[src/hdl/mdqm_pkg.sv]
// Shared types, codes and defaults for the multi-deque merge engine.
`timescale 1ns / 1ps
package mdqm_pkg;

  localparam int NUM_QUEUES_DEF = 16;
  localparam int CAPACITY_DEF   = 256;

  localparam logic [1:0] FN_PUSH  = 2'd0;
  localparam logic [1:0] FN_POP   = 2'd1;
  localparam logic [1:0] FN_MERGE = 2'd2;

  localparam logic [1:0] ST_OK       = 2'd0;
  localparam logic [1:0] ST_EMPTY    = 2'd1;
  localparam logic [1:0] ST_OVERFLOW = 2'd2;

  typedef struct packed {
    logic [1:0]         func;
    logic [3:0]         queue_index;
    logic [3:0]         source_index;
    logic               side_or_reverse;
    logic signed [31:0] push_value;
  } in_t;

  typedef struct packed {
    logic [1:0]         status;
    logic signed [31:0] pop_value;
  } out_t;

  typedef struct packed {
    logic accept;
    logic clear;
    logic exec;
    logic pop_capture;
    logic merge_step;
    logic fin_tgt;
    logic fin_src;
    logic load_out;
  } mdqm_cmd_t;

  typedef struct packed {
    logic clr_last;
    logic pop_go;
    logic merge_go;
    logic merge_done;
    logic out_busy;
  } mdqm_stat_t;

endpackage

[src/hdl/mdqm_ctrl.sv]
// Sequencer for the multi-deque merge engine.
`timescale 1ns / 1ps
module mdqm_ctrl import mdqm_pkg::*; (
  input  logic       clk,
  input  logic       rst,
  input  logic       in_valid,
  output logic       in_stall,
  input  mdqm_stat_t stat,
  output mdqm_cmd_t  cmd
);

  typedef enum logic [2:0] {
    S_CLEAR, S_IDLE, S_LOOKUP, S_POPRD, S_MERGE, S_FIN_T, S_FIN_S, S_FINISH
  } state_t;

  state_t state;

  assign in_stall = (state != S_IDLE);

  always_comb begin
    cmd = '0;
    case (state)
      S_CLEAR:  cmd.clear       = 1'b1;
      S_IDLE:   cmd.accept      = in_valid;
      S_LOOKUP: cmd.exec        = 1'b1;
      S_POPRD:  cmd.pop_capture = 1'b1;
      S_MERGE:  cmd.merge_step  = 1'b1;
      S_FIN_T:  cmd.fin_tgt     = 1'b1;
      S_FIN_S:  cmd.fin_src     = 1'b1;
      S_FINISH: cmd.load_out    = !stat.out_busy;
      default:  cmd = '0;
    endcase
  end

  always_ff @(posedge clk) begin
    if (rst) begin
      state <= S_CLEAR;
    end else begin
      case (state)
        S_CLEAR:  if (stat.clr_last) state <= S_IDLE;
        S_IDLE:   if (in_valid) state <= S_LOOKUP;
        S_LOOKUP: begin
          if (stat.pop_go) state <= S_POPRD;
          else if (stat.merge_go) state <= S_MERGE;
          else state <= S_FINISH;
        end
        S_POPRD:  state <= S_FINISH;
        S_MERGE:  if (stat.merge_done) state <= S_FIN_T;
        S_FIN_T:  state <= S_FIN_S;
        S_FIN_S:  state <= S_FINISH;
        S_FINISH: if (!stat.out_busy) state <= S_IDLE;
        default:  state <= S_CLEAR;
      endcase
    end
  end

endmodule

[config.mk]
export PLATFORM = sky130hd
export DESIGN_NAME = mdqm_ctrl
export DESIGN_NICKNAME = d
export VERILOG_FILES = /design/src/hdl/mdqm_pkg.sv /design/src/hdl/mdqm_ctrl.sv
export SDC_FILE = /design/constraint.sdc
export NUM_CORES = 1
export LEC_CHECK = 0
export BUFFER_PORTS_ARGS = -buffer_cell sky130_fd_sc_hd__buf_2
export CAP_MARGIN = 40
export CELL_PAD_IN_SITES_DETAIL_PLACEMENT = 1
export CELL_PAD_IN_SITES_GLOBAL_PLACEMENT = 2
export CORE_AREA = 2 2 39 41
export DETAILED_ROUTE_END_ITERATION = 10
export DIE_AREA = 0 0 41 43
export MAX_ROUTING_LAYER = met4
export PLACE_DENSITY = 0.73
export SYNTH_ARGS = -nofsm -noshare
export SYNTH_HDL_FRONTEND = slang
export SYNTH_SLANG_ARGS = --single-unit
[constraint.sdc]
create_clock -name clk -period 2.05 [get_ports clk]
set_clock_uncertainty 0.15 [all_clocks]
set_input_delay 0.3075 -clock clk [delete_from_list [all_inputs] [get_ports clk]]
set_output_delay 0.3075 -clock clk [all_outputs]
set_load 0.03 [all_outputs]
==> results of run 1 <==
==> layout by cell type, fill, tap and decap left out, types with 2 or more instances in the layout <==
cell type  count
buf_2         16
nor2_1         3
nor3_1         5
clkbuf_4       3
nor2b_1        2
dfxtp_1        3
inv_2          2
==> cell type report <==
| class | count | area [sq um] |
|---|---|---|
| inverters | 3 | 11.3 |
| fillers | 168 | 1040 |
| multi-input cells | 21 | 140 |
| repair buffers | 17 | 87.6 |
| well taps | 16 | 20.0 |
| clock buffers | 4 | 26.3 |
| flip-flops and latches | 3 | 60.1 |
==> Yosys cell counts <==
cell | instances | area share
nor2b_1 | 2 | 0.058
and3_4 | 1 | 0.052
nor2_1 | 3 | 0.052
or3_2 | 1 | 0.035
buf_2 | 1 | 0.023
nand2b_1 | 1 | 0.029
a211oi_1 | 1 | 0.035
a2111oi_2 | 1 | 0.069
inv_2 | 2 | 0.035
a2111oi_0 | 1 | 0.040
o2bb2ai_1 | 1 | 0.040
and3_2 | 1 | 0.035
inv_1 | 1 | 0.017
dfxtp_1 | 3 | 0.28
a21oi_1 | 1 | 0.023
a2111oi_1 | 1 | 0.046
nor3_1 | 5 | 0.12
nand2_1 | 1 | 0.017
==> worst paths after layout <==
path | depth (start not counted) | start | to | slack (ns)
worst max register to register | 3 | state[2] | state[0] | 0.70
worst max-delay path | 4 | state[0] | cmd[7] | 0.12
worst min register to register | 2 | state[0] | state[1] | 0.46
worst min-delay path | 2 | rst | state[1] | 0.12
==> per-layer routing <==
metal,up-vias,share of wire,GRT usage
met4,0,0,0.0600
li1,145,-,-
met5,-,0,-
met1,112,0.45,0.102
met2,9,0.49,0.128
met3,0,0.064,0.0314
==> per-stage QoR <==
step	cell area (sq um)	hold WS (ns)	total power, W
detailed placement	319	0.366	0.000149
finish	345	0.123	0.000251
global route	345	0.117	0.000275
floorplan	216	0.226	0.000125
CTS	345	0.112	0.000261
global placement	319	0.362	0.000149
==> cell families after synthesis <==
family	Yosys count
simple gates	15
compound gates	6
buf+inv	4
flops	3
==> power groups by stage <==
stage / Clock (W) / Combinational, W / Sequential, W
2_1_floorplan: 0 / 0.0000547 / 0.0000703
3_3_place_gp: 0 / 0.0000739 / 0.0000746
3_5_place_dp: 0 / 0.0000738 / 0.0000751
4_1_cts: 0.000112 / 0.0000742 / 0.0000743
5_1_grt: 0.000119 / 0.0000793 / 0.0000763
6_report: 0.000104 / 0.0000727 / 0.0000743
==> critical path: cells and delay by family, from the launching register on <==
family,cells,cell delay [ns]
buffers and inverters,2,0.29
flip-flops,1,0.43
AND/OR/NAND/NOR,2,0.52
==> results.tsv, run 1 <==
stage	metric	value	unit
yosys	synth_nets	36	
die	die_w	41	um
clock_tree	cts_hold_buf	0	
flow_run	maxCapViolations	0	
route	drtAntennaViolNets	0	
final_layout	num_antenna_cells	0	
final_layout	instances_no_fill	64	
place	dp.cells	60	
clock_tree	cts_resized	0	
timing	hold_viol	0	
clock_tree	cts_tree	done	
final_layout	finish.net_count	57	
setup_path	crit_path_end_kind	primary output	
yosys	synthCells	28	
final_layout	largestRegisters	state: 3 flops	
clock_tree	cts_buffers	3	
timing	setup_viol	0	
yosys	muxShareOfSynthArea	0	
run_status	status	complete, no violations	
route	post_drt_wl_per_cell	9.97	um
final_layout	area_growth	59.5	%
setup_path	worstSetupStartpointType	flip-flop	
final_layout	postLayoutCoreUtil	0.250	
pwr	power_frac_seq	0.296	
place	globalplace.congestion	0.702	
route	drt-initial-drc-count	3	
route	first_pass_iters	3	
clock_tree	post_cts_buffers	0	
yosys	synth_top_family_by_area	simple AND/OR/NAND/NOR gates	
route	routed_wl	638	um
pwr	clockPowerShare	0.415	
yosys	synth_xor_area_frac	0	
route	vias	266	
die	dieArea	1760	sq um
global_routing	grt_pass1_vias	280	
yosys	synthSimpleGateAreaFrac	0.393	
global_routing	grt_start_max_net_pins	13	
pwr	ir_drop	0.188	mV
timing	relSlewSlack	0.739	
yosys	ys_ff_latch	3	
timing	rsz0062_at_grt	false	
timing	drv_slew	0	
timing	tightest_slew	0.381	ns
place	io_buffers	16	
yosys	yosysSeqAreaShare	0.277	
die	core_area	1380	sq um
global_routing	grt_pass1_wl	1.05	mm
pwr	p_per_area	728	nW/um^2
yosys	synthAdderAreaFrac	0	
final_layout	largest_reg_flops	3	
setup_path	crit_chain	inv_2, or3_2, nor2_1, buf_2	
clock_tree	clock-sinks	3	
timing	fin_crit_sh	0.940	
setup_path	slowest_stage	dfxtp_1	
pwr	leakagePower	0.166	nW
clock_tree	max-clock-path-buffers	2	
final_layout	drive_gt1_frac	0.542	
global_routing	grt_overflow	0	
timing	fmaxAchievable	519	MHz
die	ios	17	
die	rows	14	
setup_path	worstPathRequired	1.59	ns
clock_tree	cts_root_buffer	clkbuf_4	
global_routing	grt_util_all_layers	0.0902	
yosys	avgSynthCellArea	7.73	sq um
timing	tns	0	ns
pwr	sw_frac_of_total	0.349	
die	die_y	43	um
final_layout	top_register	state	
yosys	synth_area	216	sq um
clock_tree	clk_pin_slew	0.04	ns
place	dpl_worst_slack	0.364	ns
clock_tree	clock_latency	0.23	ns
yosys	synth_cell_types	18	
pwr	p_int	0.000164	W
setup_path	critPathKind	reg -> out	
pwr	pwr-share-comb	0.289	
clock_tree	cts_max_level	1	
yosys	yosysWarnings	0	
die	initial_core_util	0.156	
pwr	p_sw	0.0000877	W
min_path	hold_path.class	in -> reg	
route	drc	0	
route	via_per_inst	4.16	
global_routing	antenna_found_initial	0	
setup_path	slowest_delay	0.43	ns
timing	setup_slack	0.122	ns
setup_path	crit_arrival	1.47	ns
timing	period_needed	1.93	ns
yosys	synth_compound_area_frac	0.254	
setup_path	crit_fanout	7	
Power figures use the tool's default switching activity.
==> inputs of run 2 (changes only) <==
ABC_AREA = 1   (was unset)
CORE_AREA = unset   (was 2 2 39 41)
CORE_MARGIN = 2   (was unset)
CORE_UTILIZATION = 19   (was unset)
DIE_AREA = unset   (was 0 0 41 43)
PLACE_DENSITY = 0.78   (was 0.73)
==> run 2 against run 1 <==
Core utilization is 3.3 points higher. First-iteration DRC count down 67%. Die area up 9.0%. Critical path type unchanged. Area after synthesis grew 39%. Synthesized cell count rose by 82%. Worst hold slack got worse by 0.0044 ns. Worst setup slack better by 0.053 ns. Combinational power increased to 4.8 times the previous value. Critical endpoint is now cmd[0].
==> results.tsv, run 2 <==
stage	metric	value	unit
min_path	worstHoldStart	rst	
setup_path	rr_worst_depth	7	
timing	tns	0	ns
timing	rsz0062_at_grt	false	
final_layout	largest_reg_flops	3	
min_path	hold_depth	2	
yosys	synth_area	302	sq um
place	io_buffers	16	
timing	hold_viol	0	
pwr	p_total	0.000575	W
route	routed_wl	805	um
route	drtAntennaViolNets	0	
clock_tree	cts_root_buffer	clkbuf_4	
pwr	p_per_area	1370	nW/um^2
setup_path	crit_family	flip-flops	
pwr	leakagePower	0.253	nW
clock_tree	cts_hold_buf	0	
final_layout	top_register	state	
min_path	hold_path.class	in -> reg	
setup_path	r2r_end	state[2]	
timing	relSlewSlack	0.746	
yosys	yosysSeqAreaShare	0.199	
yosys	synth_cell_types	18	
setup_path	cp.depth	3	
yosys	async_flop_share	0	
die	initial_core_util	0.203	
final_layout	drive_gt1_frac	0.429	
yosys	avgSynthCellArea	5.91	sq um
setup_path	crit_start	state[2]	
yosys	synth.top_cell.area_share	0.199	
final_layout	largestRegisters	state: 3 flops	
setup_path	crit_fanout	7	
timing	fmaxAchievable	533	MHz
final_layout	num_antenna_cells	0	
final_layout	instances_no_fill	86	
global_routing	grt_util_all_layers	0.0969	
flow_run	maxCapViolations	0	
route	drt-initial-drc-count	1	
final_layout	area_growth	39.4	%
clock_tree	clk_pin_slew	0.03	ns
final_layout	fill_cells	211	
place	globalplace.congestion	0.697	
yosys	synth_nets	59	
setup_path	rrSetupSlack	0.65	ns
final_layout	finish.net_count	79	
setup_path	slowest_delay	0.46	ns
die	die_w	43.8	um
yosys	synth_area_leaders	dfxtp_1 20%, nor2_1 12%, inv_1 11%, nand2_1 7.5%, nand3_1 6.6%	
global_routing	grt_pass1_wl	1.40	mm
yosys	synthCells	51	
route	drc	0	
route	first_pass_iters	2	
final_layout	final_cell_mix	16 x buf_2, 10 x nor2_1, 9 x inv_1	
clock_tree	post_cts_buffers	0	
timing	hold_ws	0.118	ns
yosys	synthTopCellsByCount	10 x nor2_1, 9 x inv_1, 6 x nand2_1, 4 x nand3_1	
yosys	synth_top_cell_by_area	dfxtp_1	
route	post_drt_wl_per_cell	9.36	um
yosys	yosysMostFrequentCell	nor2_1	
run_status	status	complete, no violations	
min_path	hold_end	state[2]	
setup_path	crit_chain	inv_2, nor4_1, buf_2	
setup_path	worstPathRequired	1.59	ns
setup_path	worstSetupStartpointType	flip-flop	
timing	period_needed	1.87	ns
route	vias	361	
setup_path	cp_num_buf_inv	2	
yosys	synth_ff_type	dfxtp_1	
clock_tree	cts_buffers	3	
yosys	synth_edf_count	0	
die	rows	14	
setup_path	critPathKind	reg -> out	
die	dieArea	1920	sq um
global_routing	grt_overflow	0	
clock_tree	cts_resized	0	
global_routing	grt_pass1_vias	364	
clock_tree	cts_max_level	1	
timing	setup_viol	0	
final_layout	layout_commonest_cell	buf_2	
timing	tightest_slew	0.381	ns
timing	drv_slew	0	
yosys	yosysWarnings	0	
global_routing	antenna_found_initial	0	
die	die_y	43.8	um
place	dp.cells	82	
clock_tree	clock_latency	0.23	ns
yosys	ys_ff_latch	3	
die	ios	17	
pwr	ir_drop	0.509	mV
clock_tree	max-clock-path-buffers	2	
clock_tree	clock-sinks	3	
global_routing	grt_start_max_net_pins	10	
timing	fin_crit_sh	0.915	
setup_path	crit_path_end_kind	primary output	
setup_path	slowest_stage	dfxtp_1	
final_layout	postLayoutCoreUtil	0.282	
die	core_area	1490	sq um
clock_tree	cts_tree	done	
place	dp_hpwl	691	um
route	via_per_inst	4.20	
setup_path	regToRegStartpoint	state[1]	
setup_path	crit_arrival	1.42	ns
[run 2: cell count changes after synthesis, moves of 2 or more]
cell	change
inv_1	+8
nor2_1	+7
nand2_1	+5
nand3_1	+4
nor3_1	-4
a21oi_1	+2
nand2_2	+2
nand3_2	+2
nor2_2	+2
nor2b_1	-2
[run 2: layer usage]
metal  GRT usage  wire length [um]
met5           -                 0
met4      0.0545                 0
met2       0.159               392
met1       0.115               362
met3     0.00833                50
[run 2: cell type report]
cell class              count  area, sq um  share of cell area
multi-input cells          36          193               0.458
well taps                  16         20.0              0.0476
flip-flops and latches      3         60.1               0.143
repair buffers             16         80.1               0.190
clock buffers               4         26.3              0.0625
inverters                  11         41.3              0.0982
[run 2: cells by family after synthesis]
logic type             synth area share
flip-flops                        0.199
AO/OA/AOI/OAI                    0.0954
buffers and inverters             0.162
AND/OR/NAND/NOR                   0.544
[run 2: worst max path at each step]
stage	endpoint	slack, ns
6_report	cmd[0]	0.18
5_1_grt	cmd[0]	0.04
4_1_cts	cmd[0]	0.13
3_5_place_dp	cmd[0]	0.43
3_3_place_gp	cmd[0]	0.43
2_1_floorplan	cmd[0]	0.09
[run 2: worst register-to-register path: cells and delay by family, from the launching register on]
| kind | cells | cell delay, ns |
|---|---|---|
| buffers and inverters | 1 | 0.10 |
| AND/OR/NAND/NOR | 5 | 0.45 |
| AO/OA/AOI/OAI | 1 | 0.05 |
| flip-flops | 1 | 0.54 |
[run 2: power by group]
group	internal, W	switching (W)
logic	0.000109	0.000240
clock network	0.0000726	0.0000263
registers	0.0000789	0.0000485
total	0.000260	0.000314
[run 2: metrics by stage]
step,setup slack (ns),cell area [sq um]
finish,0.175,420
global route,0.0351,420
CTS,0.128,420
detailed placement,0.432,394
global placement,0.427,394
floorplan,0.0904,302
